**src/rtl/core/hrp_pkg.sv**
```systemverilog
`timescale 1ns / 1ps
// ----------------------------------------------------------------------------
// hrp_pkg
// Shared types, constants and the hex digit decoder for the record parser.
// ----------------------------------------------------------------------------
package hrp_pkg;

  localparam int unsigned CHAR_W   = 8;
  localparam int unsigned NIBBLE_W = 4;
  localparam int unsigned BYTE_W   = 8;
  localparam int unsigned ADDR_W   = 16;

  localparam logic [CHAR_W-1:0]   CHAR_COLON = 8'h3A;
  localparam logic [CHAR_W-1:0]   CHAR_ZERO  = 8'h30;
  localparam logic [CHAR_W-1:0]   CHAR_NINE  = 8'h39;
  localparam logic [CHAR_W-1:0]   CHAR_UP_A  = 8'h41;
  localparam logic [CHAR_W-1:0]   CHAR_UP_F  = 8'h46;
  localparam logic [NIBBLE_W-1:0] ALPHA_OFS  = 4'd9;

  localparam logic [BYTE_W-1:0] KIND_EOF = 8'h01;

  typedef struct packed {
    logic              valid;
    logic [CHAR_W-1:0] character;
    logic              last_in_buffer;
  } in_item_t;

  typedef struct packed {
    logic [BYTE_W-1:0] byte_value;
    logic [ADDR_W-1:0] byte_address;
    logic              end_marker;
  } result_t;

  // '0'-'9' and 'A'-'F' only; anything else reads as zero
  function automatic logic [NIBBLE_W-1:0] hex_value(input logic [CHAR_W-1:0] c);
    logic [NIBBLE_W-1:0] v;
    v = '0;
    if (c >= CHAR_ZERO && c <= CHAR_NINE) begin
      v = c[NIBBLE_W-1:0];
    end else if (c >= CHAR_UP_A && c <= CHAR_UP_F) begin
      v = c[NIBBLE_W-1:0] + ALPHA_OFS;
    end
    return v;
  endfunction

endpackage

```
**src/rtl/core/hrp_in_stage.sv**
```systemverilog
`timescale 1ns / 1ps
// ----------------------------------------------------------------------------
// hrp_in_stage
// Input register: captures one character per transfer and holds it until
// the parse stage advances.
// ----------------------------------------------------------------------------
module hrp_in_stage (
  input  logic                        clk,
  input  logic                        rst_n,
  input  logic                        in_valid,
  output logic                        in_stall,
  input  logic [hrp_pkg::CHAR_W-1:0]  in_character,
  input  logic                        in_last_in_buffer,
  input  logic                        advance,
  output hrp_pkg::in_item_t           item
);

  logic                       valid_r, valid_nxt;
  logic [hrp_pkg::CHAR_W-1:0] char_r;
  logic                       last_r;
  logic                       take;

  assign in_stall = valid_r && !advance;
  assign take     = in_valid && !in_stall;

  always_comb begin
    valid_nxt = valid_r;
    if (take) begin
      valid_nxt = 1'b1;
    end else if (advance) begin
      valid_nxt = 1'b0;
    end
  end

  always_ff @(posedge clk) begin
    if (!rst_n) begin
      valid_r <= 1'b0;
    end else begin
      valid_r <= valid_nxt;
    end
    if (take) begin
      char_r <= in_character;
      last_r <= in_last_in_buffer;
    end
  end

  assign item.valid          = valid_r;
  assign item.character      = char_r;
  assign item.last_in_buffer = last_r;

endmodule

```
**src/rtl/core/hrp_parse_core.sv**
```systemverilog
`timescale 1ns / 1ps
// ----------------------------------------------------------------------------
// hrp_parse_core
// Record state machine: consumes one character per advance and produces at
// most one data byte or end marker.
// ----------------------------------------------------------------------------
module hrp_parse_core (
  input  logic              clk,
  input  logic              rst_n,
  input  logic              advance,
  input  hrp_pkg::in_item_t item,
  output logic              res_valid,
  output hrp_pkg::result_t  res
);

  typedef enum logic [2:0] {
    PH_HUNT  = 3'd0,
    PH_COUNT = 3'd1,
    PH_ADDR  = 3'd2,
    PH_KIND  = 3'd3,
    PH_DATA  = 3'd4
  } phase_t;

  phase_t                       phase_r, phase_nxt;
  logic [1:0]                   digit_r, digit_nxt;
  logic [hrp_pkg::NIBBLE_W-1:0] high_r, high_nxt;
  logic [hrp_pkg::BYTE_W-1:0]   left_r, left_nxt;
  logic [hrp_pkg::ADDR_W-1:0]   addr_r, addr_nxt;
  logic [hrp_pkg::BYTE_W-1:0]   kind_r, kind_nxt;
  logic                         finished_r, finished_nxt;
  logic [hrp_pkg::NIBBLE_W-1:0] d;
  logic [hrp_pkg::BYTE_W-1:0]   pair;
  logic [hrp_pkg::BYTE_W-1:0]   left_dec;

  assign d        = hrp_pkg::hex_value(item.character);
  assign pair     = {high_r, d};
  assign left_dec = left_r - 8'd1;

  always_comb begin
    phase_nxt        = phase_r;
    digit_nxt        = digit_r;
    high_nxt         = high_r;
    left_nxt         = left_r;
    addr_nxt         = addr_r;
    kind_nxt         = kind_r;
    finished_nxt     = finished_r;
    res_valid        = 1'b0;
    res.byte_value   = '0;
    res.byte_address = '0;
    res.end_marker   = 1'b0;

    if (!finished_r) begin
      case (phase_r)
        PH_COUNT: begin
          if (digit_r == 2'd0) begin
            high_nxt  = d;
            digit_nxt = 2'd1;
          end else begin
            left_nxt  = pair;
            digit_nxt = 2'd0;
            phase_nxt = PH_ADDR;
          end
        end
        PH_ADDR: begin
          addr_nxt  = {addr_r[hrp_pkg::ADDR_W-hrp_pkg::NIBBLE_W-1:0], d};
          digit_nxt = digit_r + 2'd1;
          if (digit_r == 2'd3) begin
            phase_nxt = PH_KIND;
          end
        end
        PH_KIND: begin
          if (digit_r == 2'd0) begin
            high_nxt  = d;
            digit_nxt = 2'd1;
          end else begin
            kind_nxt  = pair;
            digit_nxt = 2'd0;
            if (pair == hrp_pkg::KIND_EOF) begin
              res_valid      = 1'b1;
              res.end_marker = 1'b1;
              finished_nxt   = 1'b1;
              phase_nxt      = PH_HUNT;
            end else if (left_r == '0) begin
              phase_nxt = PH_HUNT;
            end else begin
              phase_nxt = PH_DATA;
            end
          end
        end
        PH_DATA: begin
          if (digit_r == 2'd0) begin
            high_nxt  = d;
            digit_nxt = 2'd1;
          end else begin
            digit_nxt        = 2'd0;
            res_valid        = 1'b1;
            res.byte_value   = pair;
            res.byte_address = addr_r;
            addr_nxt         = addr_r + 16'd1;
            left_nxt         = left_dec;
            if (left_dec == '0) begin
              phase_nxt = PH_HUNT;
            end
          end
        end
        default: begin
          phase_nxt = PH_HUNT;
          if (item.character == hrp_pkg::CHAR_COLON) begin
            phase_nxt = PH_COUNT;
            digit_nxt = 2'd0;
          end
        end
      endcase
    end

    // end of buffer: drop any partial record and rearm
    if (item.last_in_buffer) begin
      phase_nxt    = PH_HUNT;
      digit_nxt    = 2'd0;
      finished_nxt = 1'b0;
    end
  end

  always_ff @(posedge clk) begin
    if (!rst_n) begin
      phase_r    <= PH_HUNT;
      digit_r    <= '0;
      high_r     <= '0;
      left_r     <= '0;
      addr_r     <= '0;
      kind_r     <= '0;
      finished_r <= 1'b0;
    end else if (advance) begin
      phase_r    <= phase_nxt;
      digit_r    <= digit_nxt;
      high_r     <= high_nxt;
      left_r     <= left_nxt;
      addr_r     <= addr_nxt;
      kind_r     <= kind_nxt;
      finished_r <= finished_nxt;
    end
  end

endmodule

```
**src/rtl/core/hex_record_parser_unit.sv**
```systemverilog
`timescale 1ns / 1ps
// ----------------------------------------------------------------------------
// hex_record_parser_unit
// Streaming parser for hex text records, one character per transfer.
// Path: each character is held in the input register, and its result, if any, is registered in the result register.
// Throughput: one character per cycle while the output is not stalled.
// Reset: synchronous, clears the parser state and empties both pipeline registers.
// ----------------------------------------------------------------------------
module hex_record_parser_unit (
  input  logic                        clk,
  input  logic                        rst_n,
  input  logic                        in_valid,
  output logic                        in_stall,
  input  logic [hrp_pkg::CHAR_W-1:0]  in_character,
  input  logic                        in_last_in_buffer,
  output logic                        out_valid,
  input  logic                        out_stall,
  output logic [hrp_pkg::BYTE_W-1:0]  out_byte_value,
  output logic [hrp_pkg::ADDR_W-1:0]  out_byte_address,
  output logic                        out_end_marker
);

  hrp_pkg::in_item_t item;
  hrp_pkg::result_t  res;
  hrp_pkg::result_t  out_r;
  logic              res_valid;
  logic              advance;
  logic              out_valid_r, out_valid_nxt;

  // advance when the result register is empty or being drained
  assign advance = item.valid && (!out_valid_r || !out_stall);

  hrp_in_stage u_in (
    .clk               (clk),
    .rst_n             (rst_n),
    .in_valid          (in_valid),
    .in_stall          (in_stall),
    .in_character      (in_character),
    .in_last_in_buffer (in_last_in_buffer),
    .advance           (advance),
    .item              (item)
  );

  hrp_parse_core u_core (
    .clk       (clk),
    .rst_n     (rst_n),
    .advance   (advance),
    .item      (item),
    .res_valid (res_valid),
    .res       (res)
  );

  always_comb begin
    out_valid_nxt = out_valid_r;
    if (out_valid_r && !out_stall) begin
      out_valid_nxt = 1'b0;
    end
    if (advance) begin
      out_valid_nxt = res_valid;
    end
  end

  always_ff @(posedge clk) begin
    if (!rst_n) begin
      out_valid_r <= 1'b0;
    end else begin
      out_valid_r <= out_valid_nxt;
    end
    if (advance && res_valid) begin
      out_r <= res;
    end
  end

  assign out_valid        = out_valid_r;
  assign out_byte_value   = out_r.byte_value;
  assign out_byte_address = out_r.byte_address;
  assign out_end_marker   = out_r.end_marker;

endmodule

```
**config.mk**
```make
export PLATFORM = sky130hd
export DESIGN_NAME = hex_record_parser_unit
export DESIGN_NICKNAME = d
export VERILOG_FILES = /design/src/rtl/core/hrp_pkg.sv /design/src/rtl/core/hrp_in_stage.sv /design/src/rtl/core/hrp_parse_core.sv /design/src/rtl/core/hex_record_parser_unit.sv
export SDC_FILE = /design/constraint.sdc
export NUM_CORES = 1
export LEC_CHECK = 0
export BUFFER_PORTS_ARGS = -buffer_cell sky130_fd_sc_hd__buf_4
export CAP_MARGIN = 25
export CELL_PAD_IN_SITES_DETAIL_PLACEMENT = 1
export CELL_PAD_IN_SITES_GLOBAL_PLACEMENT = 1
export CORE_ASPECT_RATIO = 0.6
export CORE_UTILIZATION = 35
export DETAILED_ROUTE_END_ITERATION = 10
export PLACE_DENSITY_LB_ADDON = 0.05
export REMOVE_ABC_BUFFERS = 1
export SYNTH_ARGS = -nofsm -noshare
export SYNTH_HDL_FRONTEND = slang
export SYNTH_SLANG_ARGS = --single-unit
```
**constraint.sdc**
```tcl
create_clock -name clk -period 4.7 [get_ports clk]
set_input_delay 0.94 -clock clk [delete_from_list [all_inputs] [get_ports clk]]
set_output_delay 0.94 -clock clk [all_outputs]
set_load 0.02 [all_outputs]
```
-- Word-level counts from Yosys, hierarchy flattened
Index checks and enable logic that the tools add are counted.
- register bits after elaboration: 70
- word-level logic and storage cells: 100
- input bits: 13
- output and inout port bits: 27
- bitwise gates (word level): 2
- equality and inequality tests: 15
- multiplexer cells: 35
- $add $sub $neg: 4
- reduce and logical (&&, ||, !) cells: 27
- $lt $le $gt $ge: 4
- operators by type and width (cell ; number):
    $pmux W16 S2 ; 1
    $mux W3 ; 9
    $add A16 B1 Y16 const B ; 1
    $logic_not A8 Y1 ; 2
    $mux W16 ; 1
    $mux W8 ; 2
    $pmux W8 S2 ; 1
    $mux W1 ; 13
    $pmux W3 S4 ; 1
    $ne A3 B3 Y1 const B ; 3
    $eq A8 B1 Y1 const B ; 1
    $eq A8 B6 Y1 const B ; 1
    $ge A8 B6 Y1 const B ; 1
    $ge A8 B7 Y1 const B ; 1
    $le A8 B6 Y1 const B ; 1
    $le A8 B7 Y1 const B ; 1
    $mux W4 ; 2
    $reduce_and A4 Y1 ; 2
    $reduce_bool A2 Y1 ; 4
    $sub A8 B1 Y8 const B ; 1
    $logic_and A1 B1 Y1 ; 7
    $reduce_and A7 Y1 ; 1
    $eq A3 B2 Y1 const B ; 2
    $mux W2 ; 3
    17 further kinds ; 25

-- Longest topological paths before layout
- word-level depth: 10
- gate-level depth with buffers: 9
- depth with buffers taken out: 7

-- By module
A second synthesis with hierarchy kept.
- cell total of the unflattened synthesis: 397
- area, all modules: 3716.1 um^2
- by module, submodules not included (module ; sequential area each (um^2) ; area each (um^2) ; instances ; cells each):
    hrp_parse_core ; 680.7 ; 2586.2 ; 1 ; 351
    hex_record_parser_unit ; 770.7 ; 797.0 ; 1 ; 31
    hrp_in_stage ; 290.3 ; 332.8 ; 1 ; 15

-- Least setup slack after synthesis
No wires, ideal clock.
- kind: flip-flop to flip-flop
- start point: reg u_in.char_r[0] in the netlist's numbering
- end point: reg out_r, in the netlist out_byte_address[0] (enable)
- stages on the path, launching flop included: 8
- required time: 4301 ps
- buffers on the path: 0
- data arrival time: 2957 ps
- setup slack: 1344 ps
- setup time: 399 ps
- period minus slack after synthesis: 3356 ps
- cell sequence: edfxtp_1 inv_1 ha_1 nor3b_4 nor4_1 a21o_1 or4_4 a2111oi_4
- cells in the longest elaborated chain, start to end: 10
- elaborated cells on any way between the ends: 15
- classes of those cells: add/sub: 1; order compare: 4; eq/ne: 1; mux: 6; reduce/logical: 3
- ends and longest elaborated chain (what ; line ; text):
    from (decl) ; hrp_in_stage.sv:19 ; logic [hrp_pkg::CHAR_W-1:0] char_r;
    from (signal assigned) ; hrp_in_stage.sv:42 ; char_r <= in_character;
    $ge A8 B7 Y1 or $le A8 B7 Y1 (tied branches) ; hrp_pkg.sv:40 ; end else if (c >= CHAR_UP_A && c <= CHAR_UP_F) begin
    $logic_and A1 B1 Y1 ; hrp_pkg.sv:40 ;
    $mux W4 ; hrp_pkg.sv:40 ;
    $mux W4 * ; hrp_pkg.sv:38 ; if (c >= CHAR_ZERO && c <= CHAR_NINE) begin
    $eq A8 B1 Y1 * ; hrp_parse_core.sv:78 ; if (pair == hrp_pkg::KIND_EOF) begin
    $mux W1 * ; hrp_parse_core.sv:78 ;
    $mux W1 * ; hrp_parse_core.sv:72 ; if (digit_r == 2'd0) begin
    $pmux W1 S2 * ; hrp_parse_core.sv:53 ; case (phase_r)
    $mux W1 * ; hrp_parse_core.sv:52 ; if (!finished_r) begin
    $logic_and A1 B1 Y1 * ; hex_record_parser_unit.sv:69 ; if (advance && res_valid) begin
    to (signal assigned) ; hex_record_parser_unit.sv:70 ; out_r <= res;
    to (decl) ; hex_record_parser_unit.sv:25 ; hrp_pkg::result_t out_r;
Every way passes the cells marked *; elsewhere a longest branch is shown, timed or not.
A chain may end at the register's enable or synchronous reset.

-- Final worst setup path
- start point: reg u_in.char_r[0] in the netlist's numbering
- end point: reg out_r, in the netlist out_byte_address[8] (enable)
The elaborated chain is that of the path after synthesis.

==> impl_results.md <==
- Initial core utilization: 0.360
- Routed Antenna Nets: 0
- Core ar.: 10600 sq um
- CTS buffer count: 9
- Row cnt: 29
- Postcts setup bufs: 0
- Grt ovf: 0
- Most common cell after layout, fill and taps aside: buf_4
- Maximum clock rate: 290 MHz
- Setup tns final: 0 ns
- Worst skew pair latency: 0.34 ns
- Max VDD drop: 0.184 mV
- Final Hold Viols: 0
- Tmin final: 3.45 ns
- Async S/R FF share, synth: 0
- Commonest register cell after synthesis: dfxtp_1
- Power Dens Cells: 309 nW/um^2
- Worst slew pin tran: 1.04 ns
- Antenna Cells: 0
- Post-DP HPWL: 7130 um
- Avg Cell Area, Syn: 9.81 sq um
- Critical setup path kind: reg -> reg
- Final setup fails: 0
- Clk root buf: clkbuf_16
- YS warnings: 0
- Hold-fix buffer count after cts: 0
- # port buffers: 39
- Status: completed
- Crit. End Element: flop
- Non-Filler Instances: 563
- Layout cells sized above 1: 0.203
- Die X-Extent: 137 um
- Nets: 442
- Final worst path period share: 0.733
- Slew HR: 0.307
- Vias in the first global route: 3079
- Most frequent cells in the layout: buf_4, nor2_1, dfxtp_1
- Max cap viols: 0
- Critical path required time: 4.74 ns
- H-tree depth: 3
- WL/cell: 18.3 um
- Worst-path fanout max: 18
- P&R area growth vs syn: 16.8%
- CP startpoint kind: flop
- Skew final: 0.00761 ns
- Fin Hold WS: 0.489 ns
- Mapped Cells: 389
- Reg clk slew, reported paths: 0.06 ns
- Final slew viol count: 0
- Seq/Total Area, Yosys: 0.456
- EDFF count, synth: 34
- Placed cells: 546
- Gr usage total: 0.197
- Clock buffer depth: 2
- Post-cts resize count: 0
- Die height: 82.9 um
- Mapped Area: 3820 sq um
- First-pass GRT wire length: 17000 um
- Post-Route WL: 10300 um
- Initial antenna violation count: 0
- Starting DRC count in detailed routing: 191
- DR pass1 iterations: 4
- Total power: 1.38 mW
- I/O Pins: 40
- Crit path DAT: 3.49 ns
- RSZ-0062 raised after global routing: no
- Seq cells post-synth: 70
- Via-to-Cell Ratio: 5.48
- Hold Path Class: reg -> reg
- CTS tree: yes
- Vias: 3087
- # clock sinks: 70
- Post-synth cell types: 70
- P_leak: 1.47 nW
- Largest net degree at the start of global routing: 46
- Gp weighted congestion: 0.800
- Die area: 11300 sq um
- DR DRC count: 0
## critical path, cell delays in order (launching register included)
cell	delay (ns)
edfxtp_1	0.50
inv_1	0.13
ha_1	0.20
nor3b_4	0.27
or4_1	0.30
nand3_1	0.17
or4_4	0.48
a2111oi_4	0.85
buf_12	0.25
## routing by layer
metal / routed length, um / vias up / global-route usage
met1: 5790 / 1500 / 0.312
met2: 4030 / 68 / 0.262
met4: 99 / 0 / 0.0519
met3: 394 / 10 / 0.0458
met5: 0 / - / 0
li1: - / 1509 / -
## path summary, 6_finish.rpt
kind | startpoint | end | slack, ns | cells past startpoint
worst max-delay path | u_in.char_r[0] | out_byte_address[8] | 1.25 | 8
worst max register to register | u_in.char_r[0] | out_byte_address[8] | 1.25 | 8
worst min register to register | u_core.left_r[1] | u_core.left_r[1] | 0.49 | 2
worst min-delay path | u_core.left_r[1] | u_core.left_r[1] | 0.49 | 2
## synth_stat cells, drive strengths merged, types with 10 or more instances
library cell	number	share of area
a21oi	32	0.043
and2	24	0.039
clkbuf	20	0.033
dfxtp	36	0.19
edfxtp	34	0.27
ha	10	0.033
inv	12	0.012
nand2	26	0.026
nand3	10	0.013
nor2	38	0.037
nor3	10	0.014
nor4	11	0.024
o21ai	20	0.026
## layout make-up
class	count	area, sq um
Fill cell	1199	6140
Multi-Input combinational cell	282	1860
Sequential cell	70	1740
Timing Repair Buffer	44	340
Clock buffer	10	229
Tap cell	139	174
Clock inverter	6	63.8
Inverter	12	45.0
## logic make-up (layout without fill, tap and decap cells)
group                      count (synthesis)  after routing  synth area share
muxes                                      1              1           0.00262
xor gates and xnor gates                   5              5            0.0115
buffers and inverters                     37             72            0.0570
AOI/OAI and AO/OA                        111            111             0.212
adders and majority gates                 10             10            0.0328
DFF                                       70             70             0.456
and+or+nand+nor                          155            155             0.228
## per-stage QoR
stage          area (sq um)  utilization  worst slack (ns)
2_1_floorplan          3640            -              1.34
3_3_place_gp           4160        0.393              1.35
3_5_place_dp           4160        0.393              1.25
4_1_cts                4450        0.420              1.22
5_1_grt                4460        0.421             0.992
6_report               4460        0.421              1.25
## where the power goes
part / leakage, nW / switching, mW / internal (mW)
sequential: 0.560 / 0.00816 / 0.643
combinational: 0.776 / 0.0288 / 0.0189
clock: 0.138 / 0.269 / 0.410
## flip-flops by register name (all words and copies together) (netlist names), 2 cells and up
register,flops
u_core.addr_r,16
u_core.left_r,8
u_core.high_r,4
out_byte_address,16
u_in.char_r,8
u_core.digit_r,2
out_byte_value,8
u_core.phase_r,3
Power figures use the tool's default switching activity.
